--- config.mk ---
export PLATFORM = sky130hd
export DESIGN_NAME = embc_ram
export DESIGN_NICKNAME = d
export VERILOG_FILES = /design/src/embc_ram.sv
export SDC_FILE = /design/constraint.sdc
export NUM_CORES = 2
export LEC_CHECK = 0
export BUFFER_PORTS_ARGS = -buffer_cell sky130_fd_sc_hd__buf_2
export CAP_MARGIN = 15
export CELL_PAD_IN_SITES_DETAIL_PLACEMENT = 0
export CELL_PAD_IN_SITES_GLOBAL_PLACEMENT = 1
export CORE_AREA = 2 2 381 383
export CTS_CLUSTER_DIAMETER = 50
export DETAILED_ROUTE_END_ITERATION = 6
export DIE_AREA = 0 0 383 385
export GPL_TIMING_DRIVEN = 1
export PLACE_DENSITY = 0.89
export SETUP_SLACK_MARGIN = 0.05
export SLEW_MARGIN = 20
export SYNTH_ARGS = -nofsm -noshare
export SYNTH_HDL_FRONTEND = slang
export SYNTH_SLANG_ARGS = --single-unit
--- constraint.sdc ---
create_clock -name clk -period 2.9 [get_ports clk]
set_input_delay 0.29 -clock clk [delete_from_list [all_inputs] [get_ports clk]]
set_output_delay 0.29 -clock clk [all_outputs]
set_load 0.03 [all_outputs]
--- src/embc_ram.sv ---
// Generic single-clock RAM with one write port and one registered read port.
// No dependencies.
module embc_ram #(
  parameter int WIDTH = 8,
  parameter int DEPTH = 256
) (
  input  logic                     clk,
  input  logic                     we,
  input  logic [$clog2(DEPTH)-1:0] waddr,
  input  logic [WIDTH-1:0]         wdata,
  input  logic                     re,
  input  logic [$clog2(DEPTH)-1:0] raddr,
  output logic [WIDTH-1:0]         rdata
);

  logic [WIDTH-1:0] mem_r [DEPTH];

  always_ff @(posedge clk) begin
    if (we) begin
      mem_r[waddr] <= wdata;
    end
    if (re) begin
      rdata <= mem_r[raddr];
    end
  end

endmodule

Word-level counts from Yosys, hierarchy flattened
Memories as Yosys holds them, arrays and structs flattened. A register that Yosys moved wholly into a read port is not among the register bits.
Cells that the tools add are included.

word-level totals
  bits in registers = 0
  bits in writable memories = 2,048
  output and inout port bits = 8
  logic and storage cells = 3
  memories kept = 1

operators by class
  multiplexer cells = 2

memory list
  memory  words  bits a word  rd ports  clocked after memory_dff  write ports  RTL line  RTL
  mem_r   256    8            1         1                         1            16        logic [WIDTH-1:0] mem_r [DEPTH];

operators by type and width
  operator  number
  $mux 1    2

Depth between registers and ports, before layout
  word-level depth = 2
  mapped depth = 11

Worst setup path after synthesis
Ideal clock, no wire load.

  path type = input port to flip-flop
  start = in raddr[0]
  end = reg rdata[2], read port of mem_r (data pin)
  library setup time = 269 ps
  arrival time = 2,097 ps
  required time = 2,631 ps
  slack = 534 ps
  stages on the path = 9
  path buffers = 4
  cell sequence = buf_6 buf_12 buf_8 buf_2 mux4_2 a22oi_1 a21oi_1 nor4_1 nor4_2

RTL lines
  item             RTL line  RTL
  start, declared  12        input logic [$clog2(DEPTH)-1:0] raddr,
  end, declared    13        output logic [WIDTH-1:0] rdata

==> results.txt <==
----------------------------------------------------
[Global route]
  Met3 Resource Use GR ... 7.258%
  First-pass GRT wire length ... 293800 µm
  Number of antenna violations at the first check in global routing ... 15
  Total global routing overflow ... 0
  Pin count of the biggest net entering global routing ... 129
  GR met2 Demand/Resource ... 45.08%
  Global Route Usage Sum ... 27.85%
  Number of global-route vias before repair ... 42290
  GRT busiest layer ... met2
  GR Util met1 ... 36.91%

[Setup path]
  Max FO, Critical Path ... 1
  Req. time, crit path ... 3.48 ns
  WP data arrival ... 3.37 ns
  Category of the worst setup path capture point ... register
  Crit path launch type ... register
  Setup CP Type ... register to register

[Hold path]
  Worst hold path class ... input pin to register

[Routing]
  Pre-Repair DR Iteration Count ... 6
  DRT antenna net count ... 0
  Iter 0 DRT Violations ... 6541
  Post-DR wirelength/cell ... 32.18 µm
  Detailed-route vias per instance ... 6.649
  Detailed Route WL ... 203300 µm
  Post-detailed-route DRC marker count ... 0
  Overall via count from detail_route ... 42000

[Timing]
  Max transition margin ... 33.14%
  Total Negative Setup Slacks ... 0 ns
  Transition time at the pin with the least slew margin ... 1.003 ns
  Maximum clock rate ... 357.5 MHz
  Part of the cycle the worst path needs ... 96.45%
  Total setup violations reported at the end of the flow ... 0
  Final worst path period need ... 2.797 ns
  Setup repair after global routing missed its margin ... false
  Number of slew-limit violations in the final report ... 0
  Final hold vios ... 0
  Worst Skew ... 0.01732 ns

[Clock tree]
  Clock tree from TritonCTS ... done
  Sink Count ... 2056
  Clock latency on the worst-skew pair ... 0.82 ns
  Number of buffers on the longest clock path ... 3
  Total setup buffers inserted after CTS ... 0
  Clock tree root driver cell ... clkbuf_16
  Clock Pin Slew Worst Setup and Hold Paths ... 0.06 ns
  Maximum level of the CTS H-tree ... 4
  Number of clock buffers inserted by TritonCTS ... 192

[Synth]
  Gate Count Post-Synth ... 3733
  Average instance area after synthesis ... 21.33 µm²
  Synth area leaders ... edfxtp_1 (78%), mux4_2 (13%), mux2i_1 (1.7%), nor2_1 (1.3%), a22oi_1 (1.3%)
  Yosys top cell area share ... 77.53%
  Count of state elements after synthesis ... 2056
  Async set or reset register ratio after synthesis ... 0%
  Most common cell in the synthesized netlist ... edfxtp_1
  Synth area leader ... edfxtp_1
  Seq/Total Area, Yosys ... 77.53%
  Synthesized netlist net count ... 3760
  Yosys synthesis warning count ... 0
  Primary flip-flop cell chosen by synthesis mapping ... edfxtp_1
  Unique cell type count in the Yosys netlist ... 54
  Number of synthesized flops with an enable pin ... 2056
  Total standard cell area after synthesis ... 79640 µm²
  Most common library cells after synthesis ... edfxtp_1 (2056), mux4_2 (454), nor2_1 (282)

[Floorplanning]
  Die H ... 385 µm
  Die W ... 383 µm
  Starting utilization of the core area ... 55.64%
  Std-Cell Core Area ... 143100 µm²
  Core Rows ... 139
  Count of pins on the block boundary ... 35
  Total Die Area ... 147500 µm²

[Cells and area]
  Post-layout net count ... 4285
  Area growth from synthesis to layout ... 15.26%
  Fraction of layout cells with a size suffix above 1 ... 29.56%
  Filler instances ... 8809

[Placed design]
  # port buffers ... 34
  DPL Wire Length ... 125100 µm
  Final GP Congestion ... 0.8832

[Status]
  Run status ... finished, final reports clean

[Run]
  Maximum capacitance violations ... 0

[Power and ir drop]
  Tot Pwr ... 60.93 mW
  Static Leakage ... 29.37 nW
  Pwr dens ... 663.7 nW/µm²
  Peak supply drop ... 0.0006868 V

----------------------------------------------------
[state kept, by name, summed over array words and instances (netlist names)]
signal and count:
mem_r 2048, rdata 8
[power breakdown]
group / switching [mW] / internal, mW
Sequential: 0.0408 / 32.8
Clock: 10.7 / 14.1
Combinational: 2.08 / 1.29
Total: 12.8 / 48.1
[layer usage]
| metal | share of wire [%] | up-vias |
|---|---|---|
| met5 | 0.10 | - |
| met4 | 4.3 | 24 |
| met3 | 13 | 556 |
| met2 | 48 | 3182 |
| met1 | 34 | 21520 |
| li1 | - | 16720 |
[stage by stage]
stage / instance area [µm²] / setup WS, ns / utilization [%] / instances / hold slack, ns
after CTS: 91780 / 0.1360 / 64.12 / 6314 / 0.005660
after detailed placement: 85640 / -0.5566 / 59.83 / 5966 / 0.6869
after floorplan: 79640 / 0.5339 / - / 3733 / 0.3889
after global placement: 85640 / -0.5454 / 59.83 / 5966 / 0.6784
final: 91790 / 0.1030 / 64.13 / 6317 / 0.02951
after global routing: 91780 / 0.1688 / 64.12 / 6314 / 0.02931
[final timing paths]
kind                startpoint       endpoint  slack (ns)  cells past startpoint
setup / recovery  mem_r[82][6]       rdata[6]        0.10                      7
setup reg to reg  mem_r[82][6]       rdata[6]        0.10                      7
hold / removal        wdata[6]  mem_r[121][6]        0.03                      1
hold reg to reg   mem_r[47][6]       rdata[6]        1.26                      6
[kinds of logic after synthesis]
kind of cell    synth area share (%)
flops                          77.53
mux                            14.60
simple gates                   2.625
compound gates                 3.416
buf+inv                        1.829
[cell type report]
type | count | area [µm²] | share of cell area [%]
timing repair buffer | 564 | 5057 | 5.510
multi-input combinational | 1442 | 16470 | 17.94
clock buffer | 240 | 5070 | 5.523
sequential | 2056 | 61740 | 67.26
inverter | 2 | 7.507 | 0.008179
antenna | 3 | 7.507 | 0.008179
clock inverter | 107 | 1057 | 1.152
tap | 1903 | 2381 | 2.594
[worst max-delay path, cell delays in order, from the launching register on]
cell and delay (ns):
edfxtp_1 0.36, mux4_2 0.48, a22o_1 0.29, a221oi_2 0.43, o32ai_2 0.17, nor3_1 0.55, buf_4 0.23, nor4_2 0.04
[repair_timing]
action	4_1_cts	5_1_grt
endpoints found under the hold margin	8	0
endpoints found under the setup margin	1	0
gates resized for setup	1	0
hold buffers	1	0
[cell usage in the layout, fill, tap and decap left out, drive strengths merged, types with 7 or more instances in the layout]
| cell type | n |
|---|---|
| nor2 | 282 |
| nand2 | 33 |
| nor3 | 22 |
| a221oi | 14 |
| o211ai | 10 |
| buf | 555 |
| a21oi | 96 |
| a211oi | 16 |
| a22oi | 133 |
| mux2i | 134 |
| clkinvlp | 7 |
| o21ai | 12 |
| o22ai | 28 |
| bufinv | 19 |
| nand3 | 34 |
| edfxtp | 2056 |
| o221ai | 47 |
| clkbuf | 248 |
| nand4 | 10 |
| nor2b | 31 |
| a22o | 8 |
| inv | 9 |
| mux4 | 456 |
| nor4 | 27 |
| clkinv | 74 |
| nand2b | 8 |
(Power assumes the default switching activity.)
