[src/embc_pkg.sv]
// Shared types and constants of the 3x3 emboss convolution core.
// No dependencies; the core's top level and its result queue import this package.
package embc_pkg;

  localparam int MAX_WIDTH  = 1024;
  localparam int MAX_HEIGHT = 1024;

  localparam int PIX_W   = 8;
  localparam int DIM_W   = 11;
  localparam int COORD_W = 10;
  localparam int COL_W   = $clog2(MAX_WIDTH);
  localparam int ROW_W   = $clog2(MAX_HEIGHT);
  // Kernel sum spans -3*255..3*255: three bits above a pixel, the top one a sign.
  localparam int SUM_W   = PIX_W + 3;

  localparam int CFG_ADDR_W = 3;
  localparam int CFG_DATA_W = 32;

  localparam logic [DIM_W-1:0] DIM_RESET = DIM_W'(512);
  localparam logic [DIM_W-1:0] DIM_MIN   = DIM_W'(3);

  localparam int FIFO_DEPTH = 4;
  localparam int FIFO_PTR_W = $clog2(FIFO_DEPTH);
  localparam int FIFO_CNT_W = $clog2(FIFO_DEPTH + 1);

  typedef enum logic {
    REG_LINE_WIDTH   = 1'b0,
    REG_FRAME_HEIGHT = 1'b1
  } reg_idx_t;

  typedef struct packed {
    logic [COORD_W-1:0] row;
    logic [COORD_W-1:0] col;
    logic [PIX_W-1:0]   value;
    logic               run_last;
    logic               frame_done;
  } res_t;

  function automatic logic [DIM_W-1:0] clamp_dim(input logic [DIM_W-1:0] v,
                                                 input logic [DIM_W-1:0] hi);
    logic [DIM_W-1:0] res;
    res = v;
    if (v < DIM_MIN) begin
      res = DIM_MIN;
    end else if (v > hi) begin
      res = hi;
    end
    return res;
  endfunction

endpackage

[src/embc_res_fifo.sv]
// Small result queue that takes up to two result items per cycle and gives one.
// Depends on embc_pkg for the result item type and the queue depth.
module embc_res_fifo import embc_pkg::*; (
  input  logic clk,
  input  logic rst_n,
  input  logic push0,
  input  logic push1,
  input  res_t din0,
  input  res_t din1,
  input  logic pop,
  output res_t dout,
  output logic not_empty,
  output logic room2
);

  res_t                  mem_r [FIFO_DEPTH];
  logic [FIFO_PTR_W-1:0] wp_r;
  logic [FIFO_PTR_W-1:0] rp_r;
  logic [FIFO_CNT_W-1:0] cnt_r;
  logic [FIFO_PTR_W-1:0] wp_inc;
  logic [FIFO_PTR_W-1:0] wp_nxt;
  logic [FIFO_CNT_W-1:0] cnt_nxt;

  assign wp_inc  = wp_r + FIFO_PTR_W'(1);
  assign wp_nxt  = wp_r + FIFO_PTR_W'(push0) + FIFO_PTR_W'(push1);
  assign cnt_nxt = cnt_r + FIFO_CNT_W'(push0) + FIFO_CNT_W'(push1) - FIFO_CNT_W'(pop);

  always_ff @(posedge clk) begin
    if (push0) begin
      mem_r[wp_r] <= din0;
    end
    if (push1) begin
      mem_r[wp_inc] <= din1;
    end
  end

  always_ff @(posedge clk) begin
    if (!rst_n) begin
      wp_r  <= '0;
      rp_r  <= '0;
      cnt_r <= '0;
    end else begin
      wp_r  <= wp_nxt;
      cnt_r <= cnt_nxt;
      if (pop) begin
        rp_r <= rp_r + FIFO_PTR_W'(1);
      end
    end
  end

  assign dout      = mem_r[rp_r];
  assign not_empty = (cnt_r != '0);
  assign room2     = (cnt_r <= FIFO_CNT_W'(FIFO_DEPTH - 2));

`ifndef SYNTHESIS
  a_push_order: assert property (@(posedge clk) disable iff (!rst_n)
    push1 |-> push0)
    else $error("second result pushed without the first");
  a_no_overflow: assert property (@(posedge clk) disable iff (!rst_n)
    push0 |-> room2)
    else $error("result pushed into a queue without room for two");
  a_fill_bound: assert property (@(posedge clk) disable iff (!rst_n)
    pop && !push0 |=> cnt_r == $past(cnt_r) - FIFO_CNT_W'(1))
    else $error("queue fill level lost track of a pop");
`endif

endmodule

[config.mk]
export PLATFORM = sky130hd
export DESIGN_NAME = embc_res_fifo
export DESIGN_NICKNAME = d
export VERILOG_FILES = /design/src/embc_pkg.sv /design/src/embc_res_fifo.sv
export SDC_FILE = /design/constraint.sdc
export NUM_CORES = 1
export LEC_CHECK = 0
export BUFFER_PORTS_ARGS = -buffer_cell sky130_fd_sc_hd__clkbuf_2
export CORE_MARGIN = 2
export CORE_UTILIZATION = 39
export CTS_CLUSTER_SIZE = 28
export DETAILED_ROUTE_END_ITERATION = 7
export PLACE_DENSITY = 0.67
export SLEW_MARGIN = 20
export SYNTH_ARGS = -nofsm -noshare
export SYNTH_HDL_FRONTEND = slang
export SYNTH_SLANG_ARGS = --single-unit
[constraint.sdc]
create_clock -name clk -period 5 [get_ports clk]
set_input_delay 0.75 -clock clk [delete_from_list [all_inputs] [get_ports clk]]
set_output_delay 0.75 -clock clk [all_outputs]
set_load 0.02 [all_outputs]
=== After elaboration in Yosys (flattened, before gate mapping) ===
Memory sizes are Yosys's and may differ from the RTL's. A register that Yosys moved wholly into a read port is not among the register bits.
Index checks and enable logic that the tools add are counted.

* Add/subtract/negate cells: 7
* Magnitude comparators: 1
* Mux-type cells: 6
* Reduce and logical (&&, ||, !) cells: 1

{| class="wikitable"
|+ Operators with widths
! operator !! number
|-
| adder 3 x 1 -> 3 bit || 2
|-
| adder 2 x 1 -> 2 bit || 2
|-
| adder 2 x 1 -> 2 bit (second input constant) || 2
|-
| two-way mux 1 bit || 4
|-
| two-way mux 2 bit || 2
|-
| <= comparator 3 x 2 -> 1 bit (second input constant) || 1
|-
| nonzero test 3 bit || 1
|-
| subtractor 3 x 1 -> 3 bit || 1
|}

* Flip-flop bits (word level): 7
* Bits in writable memories: 120
* Bits of input ports: 65
* Logic and storage cells: 19
* Memories kept: 1

{| class="wikitable"
|+ Memories
! memory !! depth !! bits a word !! read ports !! clocked after memory_dff !! wr ports !! line !! source
|-
| mem_r || 4 || 30 || 1 || 1 || 2 || embc_res_fifo.sv:16 || <nowiki>res_t mem_r [FIFO_DEPTH];</nowiki>
|}

=== Depth between registers and ports, before layout ===
Gate-level depths: netlist of the first run.

* Depth in word-level cells: 3
* Depth in mapped cells: 7

=== Worst setup path before layout of the first run ===
OpenSTA, ideal clock, no wires.

* Path type: in2reg
* From: in push0
* To: mem mem_r[2][0] (netlist bit), enable pin
* Library setup time: 459 ps
* Arrival: 2955 ps
* Data required time: 4541 ps
* Setup slack: 1586 ps
* Cell stages on the path: 2
* Cell sequence: nand2b_1 o21ai_0

{| class="wikitable"
|+ RTL lines
! element !! line !! source
|-
| from (decl) || embc_res_fifo.sv:6 || <nowiki>input logic push0,</nowiki>
|-
| to (decl) || embc_res_fifo.sv:16 ||
|}

==> flow_summary_export.csv, run 1 <==
group,metric,value,unit
timing,tightestPinTransition,1.07,ns
clock_tree,ctsResizeCount,0,
layout,area_growth,20.8,%
global_routing,grt_pass1_wl,21100,um
worst_setup_path,reg2reg_depth,3,
worst_setup_path,cp_top_family,"flip-flops",
worst_setup_path,endpoint_kind,"primary output",
worst_setup_path,max_stage_delay,0.71,ns
layout,nets,509,
drt,routed.top_layer,"met4",
worst_setup_path,cp_max_fo,16,
logic_synthesis,synth_cells,336,
drt,num_vias,3471,
die,initial_core_util,39.4,%
global_routing,grt_pass1_vias,3921,
drt,ant_nets,0,
drt,wl_met2,7340,um
worst_setup_path,required,4.25,ns
timing,rsz0062_at_grt,"false",
hold_path,min_path_type,"flip-flop to flip-flop",
die,die_x,130,um
clock_tree,cts_hold_buf,0,
drt,first_iter_violations,181,
die,core,0.0157,mm^2
placed_design,gp_congestion,0.739,
timing,slew_headroom,28.2,%
timing,fin_crit_sh,61.6,%
logic_synthesis,yosysUniqueCellTypes,25,
timing,setup_ws,1.92,ns
pwr,peakVddDrop,0.235,mV
logic_synthesis,synthArstFlopShare,0,%
logic_synthesis,avgSynthCellArea,18.4,um^2
drt,drt-total-wl,13600,um
timing,final_max_slew_viol_count,0,
worst_setup_path,rr_endpoint,"mem_r[0][12]",
timing,finalCriticalPeriod,3.08,ns
global_routing,grt_max_degree,32,
drt,routed-wl-met3,608,um
logic_synthesis,synth_ff_type,"edfxtp_1",
clock_tree,clk_pin_slew,0.05,ns
hold_path,holdPathStages,2,
hold_path,min_from,"rp_r[1]",
placed_design,pre_cts_slack,2.17,ns
status,run_status,"finished clean",
job,maxCapViolations,0,
clock_tree,clk_latency,0.41,ns
clock_tree,htreeDepth,4,
logic_synthesis,synth_warnings,0,
timing,tns,0,ns
clock_tree,clock_sinks,129,
worst_setup_path,r2r_slack,2.44,ns
layout,layout_common_cells,"edfxtp_1, mux2_2, clkbuf_2",
clock_tree,cts-root-buf,"clkbuf_16",
worst_setup_path,cp_slowest_cell,"dfxtp_2",
worst_setup_path,cp_num_buf_inv,2,
layout,drive_above_1_share,62.2,%
placed_design,port_buffers,96,
worst_setup_path,path_class,"flip-flop to primary output",
drt,drtPass1Iterations,4,
pwr,p_per_area,413,mW/mm^2
layout,regArea,0.00379,mm^2
clock_tree,tritoncts,"done",
worst_setup_path,rr_startpoint,"wp_r[1]",
layout,diodes,0,
layout,final_common_cell,"edfxtp_1",
timing,hold_violations,0,
worst_setup_path,worstPathCellList,"buf_4 > mux4_2 > clkbuf_2",
worst_setup_path,critPathLaunchType,"flip-flop",
timing,max_freq,0.325,GHz
clock_tree,cts.path.max_buffers,2,
pwr,p_total,3.09,mW
timing,setup_viol,0,
global_routing,track_usage,17.2,%
die,die_y,130,um
worst_setup_path,worstPathArrival,2.33,ns
drt,remaining_drc_errors,0,
drt,met1Wirelength,5500,um
logic_synthesis,ys_seq_area_share,61.2,%
global_routing,antenna_found_initial,0,
die,ios,97,
logic_synthesis,netlist_area,0.00618,mm^2
drt,vias_per_cell,5.20,
drt,avgRoutedWirePerCell,20.4,um
die,std_cell_rows,46,
global_routing,grt-ovfl-total,0,
clock_tree,cts_inserted_buffers,17,
placed_design,post-dp-hpwl,8130,um
logic_synthesis,synth_edf_count,120,
pwr,cellLeakagePower,2.69,nW
logic_synthesis,ys_ff_latch,129,
timing,fin_worst_skew,0.00462,ns
layout,multiInputGateArea,0.00232,mm^2
die,dieArea,0.0169,mm^2
clock_tree,post_cts_buffers,0,
logic_synthesis,synth_fp_nets,406,
layout,final.fill_count,1352,
[state kept, by name (all words and copies together) (netlist names), named ones only]
signal / cells
rp_r: 2
cnt_r: 3
mem_r: 120
wp_r: 2
[routing by layer]
metal | global-route usage (%) | vias up
met1 | 19.5 | 1783
met3 | 4.67 | 16
met5 | 0 | -
met2 | 31.0 | 99
met4 | 6.26 | 0
li1 | - | 1573
[worst max path at each step]
stage                         endpoint  depth (start not counted)      start
after global placement    mem_r[0][18]                          4      push1
after detailed placement  mem_r[0][18]                          4      push1
final                         dout[12]                          3  flip-flop
after CTS                     dout[19]                          3  flip-flop
after global routing          dout[12]                          3  flip-flop
after floorplan            mem_r[2][0]                          2      push0
[worst reg2reg max path: cells and delay by family, from the launching register on]
kind                   cells  cell delay, ns
buffers and inverters      1            0.45
flip-flops                 1            0.62
AO/OA/AOI/OAI              1            0.25
AND/OR/NAND/NOR            1            0.87
[layout make-up]
| cell class | instances | share of cell area (%) |
|---|---|---|
| Clock buffer | 21 | 5.89 |
| Tap cell | 216 | 3.62 |
| Inverter | 7 | 0.352 |
| Multi-Input combinational cell | 181 | 31.1 |
| Clock inverter | 11 | 0.954 |
| Timing Repair Buffer | 103 | 7.40 |
| Sequential cell | 129 | 50.7 |
[synthesized netlist by cell type, drive strengths merged, types with 2 or more instances]
cell	instances	area (um^2)
edfxtp	120	3600
mux4	30	676
and2	3	18.8
o21ai	2	10.0
inv	7	26.3
buf	16	87.6
xnor2	2	17.5
nand3b	3	22.5
clkbuf	3	11.3
ha	2	25.0
mux2	120	1350
fa	3	60.1
dfxtp	9	180
nor2	7	26.3
[metrics by stage]
| step | hold WS, ns | util (%) | instances | cell area (um^2) |
|---|---|---|---|---|
| after floorplan | 0.499 | - | 336 | 6180 |
| final | 0.540 | 47.6 | 668 | 7470 |
| after CTS | 0.542 | 47.4 | 667 | 7440 |
| after global placement | 0.505 | 44.1 | 635 | 6930 |
| after global routing | 0.566 | 47.6 | 668 | 7470 |
| after detailed placement | 0.530 | 44.1 | 635 | 6930 |
[kinds of logic (layout without fill, tap and decap cells)]
group | count (synthesis) | count (layout) | share of synthesized area [%]
adder cells (fa/ha/maj) | 5 | 5 | 1.38
buffers and inverters | 26 | 142 | 2.02
AO/OA/AOI/OAI | 5 | 5 | 0.526
XOR/XNOR | 3 | 3 | 0.425
AND/OR/NAND/NOR | 17 | 17 | 1.54
flip-flops | 129 | 129 | 61.2
multiplexers | 151 | 151 | 32.9
[report_power, final]
part	internal [mW]	switching (mW)	total, mW
logic	0.268	0.326	0.593
clock network	0.667	0.423	1.09
registers	1.35	0.0556	1.41
No activity file was read; power rests on OpenSTA's default activity.
==> inputs of run 2 (changes only) <==
--- a/config.mk
+++ b/config.mk
@@ -10,7 +10,7 @@
 export CORE_UTILIZATION = 39
 export CTS_CLUSTER_SIZE = 28
 export DETAILED_ROUTE_END_ITERATION = 7
-export PLACE_DENSITY = 0.67
+export PLACE_DENSITY = 0.7
 export SLEW_MARGIN = 20
 export SYNTH_ARGS = -nofsm -noshare
 export SYNTH_HDL_FRONTEND = slang
==> constraint.sdc (replaced) <==
create_clock -name clk -period 2.7 [get_ports clk]
set_input_delay 0.405 -clock clk [delete_from_list [all_inputs] [get_ports clk]]
set_output_delay 0.405 -clock clk [all_outputs]
set_load 0.02 [all_outputs]
==> run 2 against run 1 <==
Final cell count is 1.2% higher. Critical path depth stayed put. Via count is 1.1% lower. First-iteration DRC count is 20% lower. Die area stayed put. Wire length is 3.2% lower. Worst hold slack worse by 0.30 ns. Clock skew is 0.0014 ns higher. Non-clock buffer count is 8 higher. Critical path type unchanged.
==> flow_summary_export.csv, run 2 (synthesis results as in run 1) <==
group,metric,value,unit
status,run_status,"finished clean",
worst_setup_path,rr_endpoint,"mem_r[3][8]",
layout,nets,517,
worst_setup_path,max_stage_delay,0.55,ns
drt,avgRoutedWirePerCell,19.5,um
hold_path,min_from,"rst_n",
drt,first_iter_violations,145,
global_routing,grt_pass1_vias,3771,
pwr,p_per_area,780,mW/mm^2
timing,slew_headroom,65.6,%
global_routing,grt_pass1_wl,20500,um
timing,tightestPinTransition,0.502,ns
layout,final_cell_count_no_fill,676,
die,dieArea,0.0169,mm^2
drt,drt-total-wl,13200,um
timing,worst_hold_slack,0.244,ns
worst_setup_path,rr_startpoint,"wp_r[1]",
placed_design,port_buffers,96,
layout,layout_common_cells,"edfxtp_1, mux2_2, clkbuf_2",
timing,max_freq,0.427,GHz
timing,finalCriticalPeriod,2.34,ns
die,die_y,130,um
global_routing,grt-ovfl-total,0,
worst_setup_path,endpoint_kind,"primary output",
hold_path,holdPathStages,2,
drt,ant_nets,0,
placed_design,dp.cells,644,
global_routing,antenna_found_initial,0,
worst_setup_path,worstPathArrival,1.94,ns
timing,fin_worst_skew,0.00605,ns
clock_tree,htreeDepth,4,
timing,setup_viol,0,
clock_tree,cts_inserted_buffers,17,
timing,fin_crit_sh,86.8,%
drt,remaining_drc_errors,0,
timing,rsz0062_at_grt,"false",
timing,final_max_slew_viol_count,0,
placed_design,post-dp-hpwl,8360,um
worst_setup_path,r2r_slack,0.85,ns
worst_setup_path,path_class,"flip-flop to primary output",
die,ios,97,
worst_setup_path,required,2.30,ns
worst_setup_path,cp_slowest_cell,"mux4_2",
clock_tree,cts.path.max_buffers,2,
drt,num_vias,3433,
global_routing,track_usage,16.7,%
layout,regMostFlops,"mem_r",
timing,hold_violations,0,
hold_path,min_path_type,"input port to flip-flop",
layout,area_growth,24.0,%
timing,setup_ws,0.356,ns
die,core,0.0157,mm^2
clock_tree,ctsResizeCount,0,
placed_design,pre_cts_slack,0.619,ns
worst_setup_path,critPathLaunchType,"flip-flop",
clock_tree,tritoncts,"done",
pwr,p_total,5.98,mW
global_routing,grt_max_degree,24,
die,std_cell_rows,46,
pwr,cellLeakagePower,2.77,nW
placed_design,gp_congestion,0.753,
drt,drtPass1Iterations,5,
clock_tree,clk_latency,0.42,ns
clock_tree,cts-root-buf,"clkbuf_16",
clock_tree,clock_sinks,129,
layout,top_regs,"mem_r (120), cnt_r (3)",
job,maxCapViolations,0,
clock_tree,cts_hold_buf,0,
clock_tree,clk_pin_slew,0.05,ns
worst_setup_path,cp_max_fo,23,
worst_setup_path,worstPathCellList,"buf_12 > mux4_2 > clkbuf_2",
die,initial_core_util,39.4,%
drt,vias_per_cell,5.08,
die,die_x,130,um
layout,drive_above_1_share,64.1,%
worst_setup_path,reg2reg_depth,3,
layout,final_common_cell,"edfxtp_1",
layout,largest_reg_flops,120,
layout,diodes,0,
timing,tns,0,ns
hold_path,hold_end,"cnt_r[0]",
pwr,peakVddDrop,0.528,mV
clock_tree,post_cts_buffers,0,
==> run 2: through the flow <==
stage | cell area [um^2] | util [%]
after CTS | 7670 | 48.8
after detailed placement | 7090 | 45.1
after global routing | 7670 | 48.8
final | 7670 | 48.8
after global placement | 7090 | 45.1
after floorplan | 6180 | -
==> run 2: worst max path at each step <==
stage,slack [ns],from,endpoint
2_1_floorplan,-0.43,wp_r[0],mem_r[2][0]
3_3_place_gp,0.67,push1,cnt_r[1]
3_5_place_dp,0.62,push1,cnt_r[1]
4_1_cts,0.30,flip-flop,dout[21]
5_1_grt,0.23,flip-flop,dout[29]
6_report,0.36,flip-flop,dout[29]
==> run 2: where the power goes <==
| group | internal, mW | total, mW | switching, mW |
|---|---|---|---|
| clock network | 1.44 | 2.25 | 0.816 |
| logic | 0.531 | 1.15 | 0.614 |
| registers | 2.50 | 2.58 | 0.0841 |
| total | 4.47 | 5.98 | 1.51 |
==> run 2: routing by layer <==
layer  global-route usage [%]  routed length [um]  share of wire, %  vias up
met5                        0                   0                 0        -
met4                     6.64                 219               1.7        0
met3                     3.94                 606               4.6       17
met2                     30.2                6950                53       85
met1                     19.0                5430                41     1747
li1                         -                   -                 -     1584
==> run 2: layout make-up <==
cell class / count / area, um^2
fill: 1329 / 8050
sequential: 129 / 3790
multi-input combinational: 181 / 2320
timing repair buffer: 111 / 681
clock buffer: 20 / 437
tap: 216 / 270
clock inverter: 12 / 141
inverter: 7 / 26.3
==> run 2: critical path, delay by kind of cell, from the launching register on <==
| family | cells | cell delay (ns) |
|---|---|---|
| multiplexers | 1 | 0.55 |
| buffers and inverters | 2 | 0.46 |
| flip-flops | 1 | 0.51 |
==> inputs of run 3 (changes only) <==
--- a/config.mk
+++ b/config.mk
@@ -5,12 +5,11 @@
 export SDC_FILE = /design/constraint.sdc
 export NUM_CORES = 1
 export LEC_CHECK = 0
-export BUFFER_PORTS_ARGS = -buffer_cell sky130_fd_sc_hd__clkbuf_2
-export CORE_MARGIN = 2
+export BUFFER_PORTS_ARGS = -buffer_cell sky130_fd_sc_hd__buf_2
 export CORE_UTILIZATION = 39
 export CTS_CLUSTER_SIZE = 28
 export DETAILED_ROUTE_END_ITERATION = 7
-export PLACE_DENSITY = 0.7
+export PLACE_DENSITY = 0.67
 export SLEW_MARGIN = 20
 export SYNTH_ARGS = -nofsm -noshare
 export SYNTH_HDL_FRONTEND = slang
==> constraint.sdc (replaced) <==
create_clock -name clk -period 2.8 [get_ports clk]
set_input_delay 0.42 -clock clk [delete_from_list [all_inputs] [get_ports clk]]
set_output_delay 0.42 -clock clk [all_outputs]
set_load 0.02 [all_outputs]
==> run 3 against run 2 <==
Cell area fell by 0.46%. Clock power fell by 6%. Utilization increased by 1.0 points. Combinational power is 3% lower. Non-clock buffer count is 3 lower. Highest routed layer unchanged.
==> flow_summary_export.csv, run 3 (synthesis results as in run 1) <==
group,metric,value,unit
placed_design,gp_congestion,0.724,
layout,area_growth,23.4,%
global_routing,grt_pass1_vias,3732,
clock_tree,cts_hold_buf,0,
job,maxCapViolations,0,
clock_tree,cts_inserted_buffers,17,
global_routing,grt_max_degree,31,
global_routing,grt-ovfl-total,0,
clock_tree,clock_sinks,129,
clock_tree,tritoncts,"done",
global_routing,grt_pass1_wl,20300,um
timing,hold_violations,0,
timing,fin_crit_sh,78.8,%
clock_tree,post_cts_buffers,0,
drt,remaining_drc_errors,0,
layout,final_cell_count_no_fill,669,
hold_path,min_path_type,"input port to flip-flop",
drt,drtPass1Iterations,4,
layout,fin_util,49.8,%
pwr,p_total,5.72,mW
timing,worst_hold_slack,0.253,ns
pwr,cellLeakagePower,2.73,nW
timing,tns,0,ns
drt,ant_nets,0,
timing,finalCriticalPeriod,2.21,ns
timing,tightestPinTransition,0.565,ns
status,run_status,"finished clean",
die,std_cell_rows,45,
placed_design,dp.cells,636,
worst_setup_path,worstPathArrival,1.79,ns
clock_tree,cts-root-buf,"clkbuf_16",
layout,final_common_cell,"edfxtp_1",
global_routing,antenna_found_initial,2,
worst_setup_path,critPathLaunchType,"flip-flop",
die,die_x,128,um
placed_design,post-dp-hpwl,8230,um
worst_setup_path,required,2.38,ns
layout,layout_common_cells,"edfxtp_1, mux2_2, buf_2",
clock_tree,ctsResizeCount,0,
layout,top_regs,"mem_r (120), cnt_r (3)",
drt,avgRoutedWirePerCell,19.8,um
die,ios,97,
timing,setup_viol,0,
clock_tree,clk_latency,0.41,ns
pwr,peakVddDrop,0.458,mV
layout,largest_reg_flops,120,
placed_design,port_buffers,96,
timing,fin_worst_skew,0.00239,ns
drt,vias_per_cell,5.19,
drt,first_iter_violations,198,
timing,max_freq,0.453,GHz
layout,regMostFlops,"mem_r",
timing,slew_headroom,62.2,%
die,initial_core_util,40.4,%
clock_tree,clk_pin_slew,0.05,ns
worst_setup_path,cp_max_fo,30,
timing,final_max_slew_viol_count,0,
drt,num_vias,3473,
worst_setup_path,endpoint_kind,"primary output",
die,core,0.0153,mm^2
clock_tree,cts.path.max_buffers,2,
die,dieArea,0.0164,mm^2
die,die_y,128,um
timing,rsz0062_at_grt,"false",
drt,drt-total-wl,13200,um
layout,nets,514,
layout,drive_above_1_share,62.9,%
worst_setup_path,path_class,"flip-flop to primary output",
layout,final.fill_count,1329,
clock_tree,htreeDepth,4,
pwr,p_per_area,749,mW/mm^2
global_routing,track_usage,17.3,%
run 3: cell count changes in the layout (fill, tap and decap cells not counted):
cell	delta
buf_12	-1
buf_16	+1
buf_2	+96
buf_4	-3
clkbuf_1	+2
clkbuf_2	-96
clkinv_1	+2
clkinv_2	-2
clkinv_4	-1
clkinvlp_4	-2
diode_2	+2
run 3: worst max-delay path: stages (launching register included):
cell     delay [ns]
dfxtp_2        0.34
buf_12         0.27
mux4_2         0.58
buf_2          0.18
run 3: metal layers:
metal / up-vias / GRT usage, % / routed length, um
met5: - / 0 / 0
met2: 89 / 29.3 / 6800
li1: 1576 / - / -
met3: 22 / 4.22 / 531
met1: 1786 / 21.0 / 5580
met4: 0 / 7.89 / 324
run 3: per-stage QoR:
| stage | cell area (um^2) | worst slack (ns) |
|---|---|---|
| global placement | 7040 | 0.727 |
| CTS | 7630 | 0.556 |
| floorplan | 6180 | -0.329 |
| global route | 7630 | 0.515 |
| finish | 7630 | 0.593 |
| detailed placement | 7070 | 0.740 |
run 3: cell type report:
cell class	count	area [um^2]	area share, %
clock buffer	22	444	5.82
antenna	2	5.00	0.0656
multi-input combinational	181	2320	30.5
timing repair buffer	108	666	8.72
sequential	129	3790	49.6
inverter	7	26.3	0.344
clock inverter	9	115	1.51
tap	211	264	3.46
run 3: where the power goes:
| group | leakage (nW) | switching (mW) | internal, mW |
|---|---|---|---|
| sequential | 1.20 | 0.0725 | 2.41 |
| clock | 0.272 | 0.746 | 1.38 |
| combinational | 1.26 | 0.598 | 0.514 |
| total | 2.73 | 1.42 | 4.30 |
run 3: path summary, 6_finish.rpt:
kind                   from            to  slack (ns)  cells after the start
hold reg to reg     rp_r[1]     flip-flop        0.54                      2
hold / removal        rst_n      cnt_r[0]        0.25                      2
setup reg to reg    wp_r[1]  mem_r[3][16]        0.80                      3
setup / recovery  flip-flop      dout[29]        0.59                      3
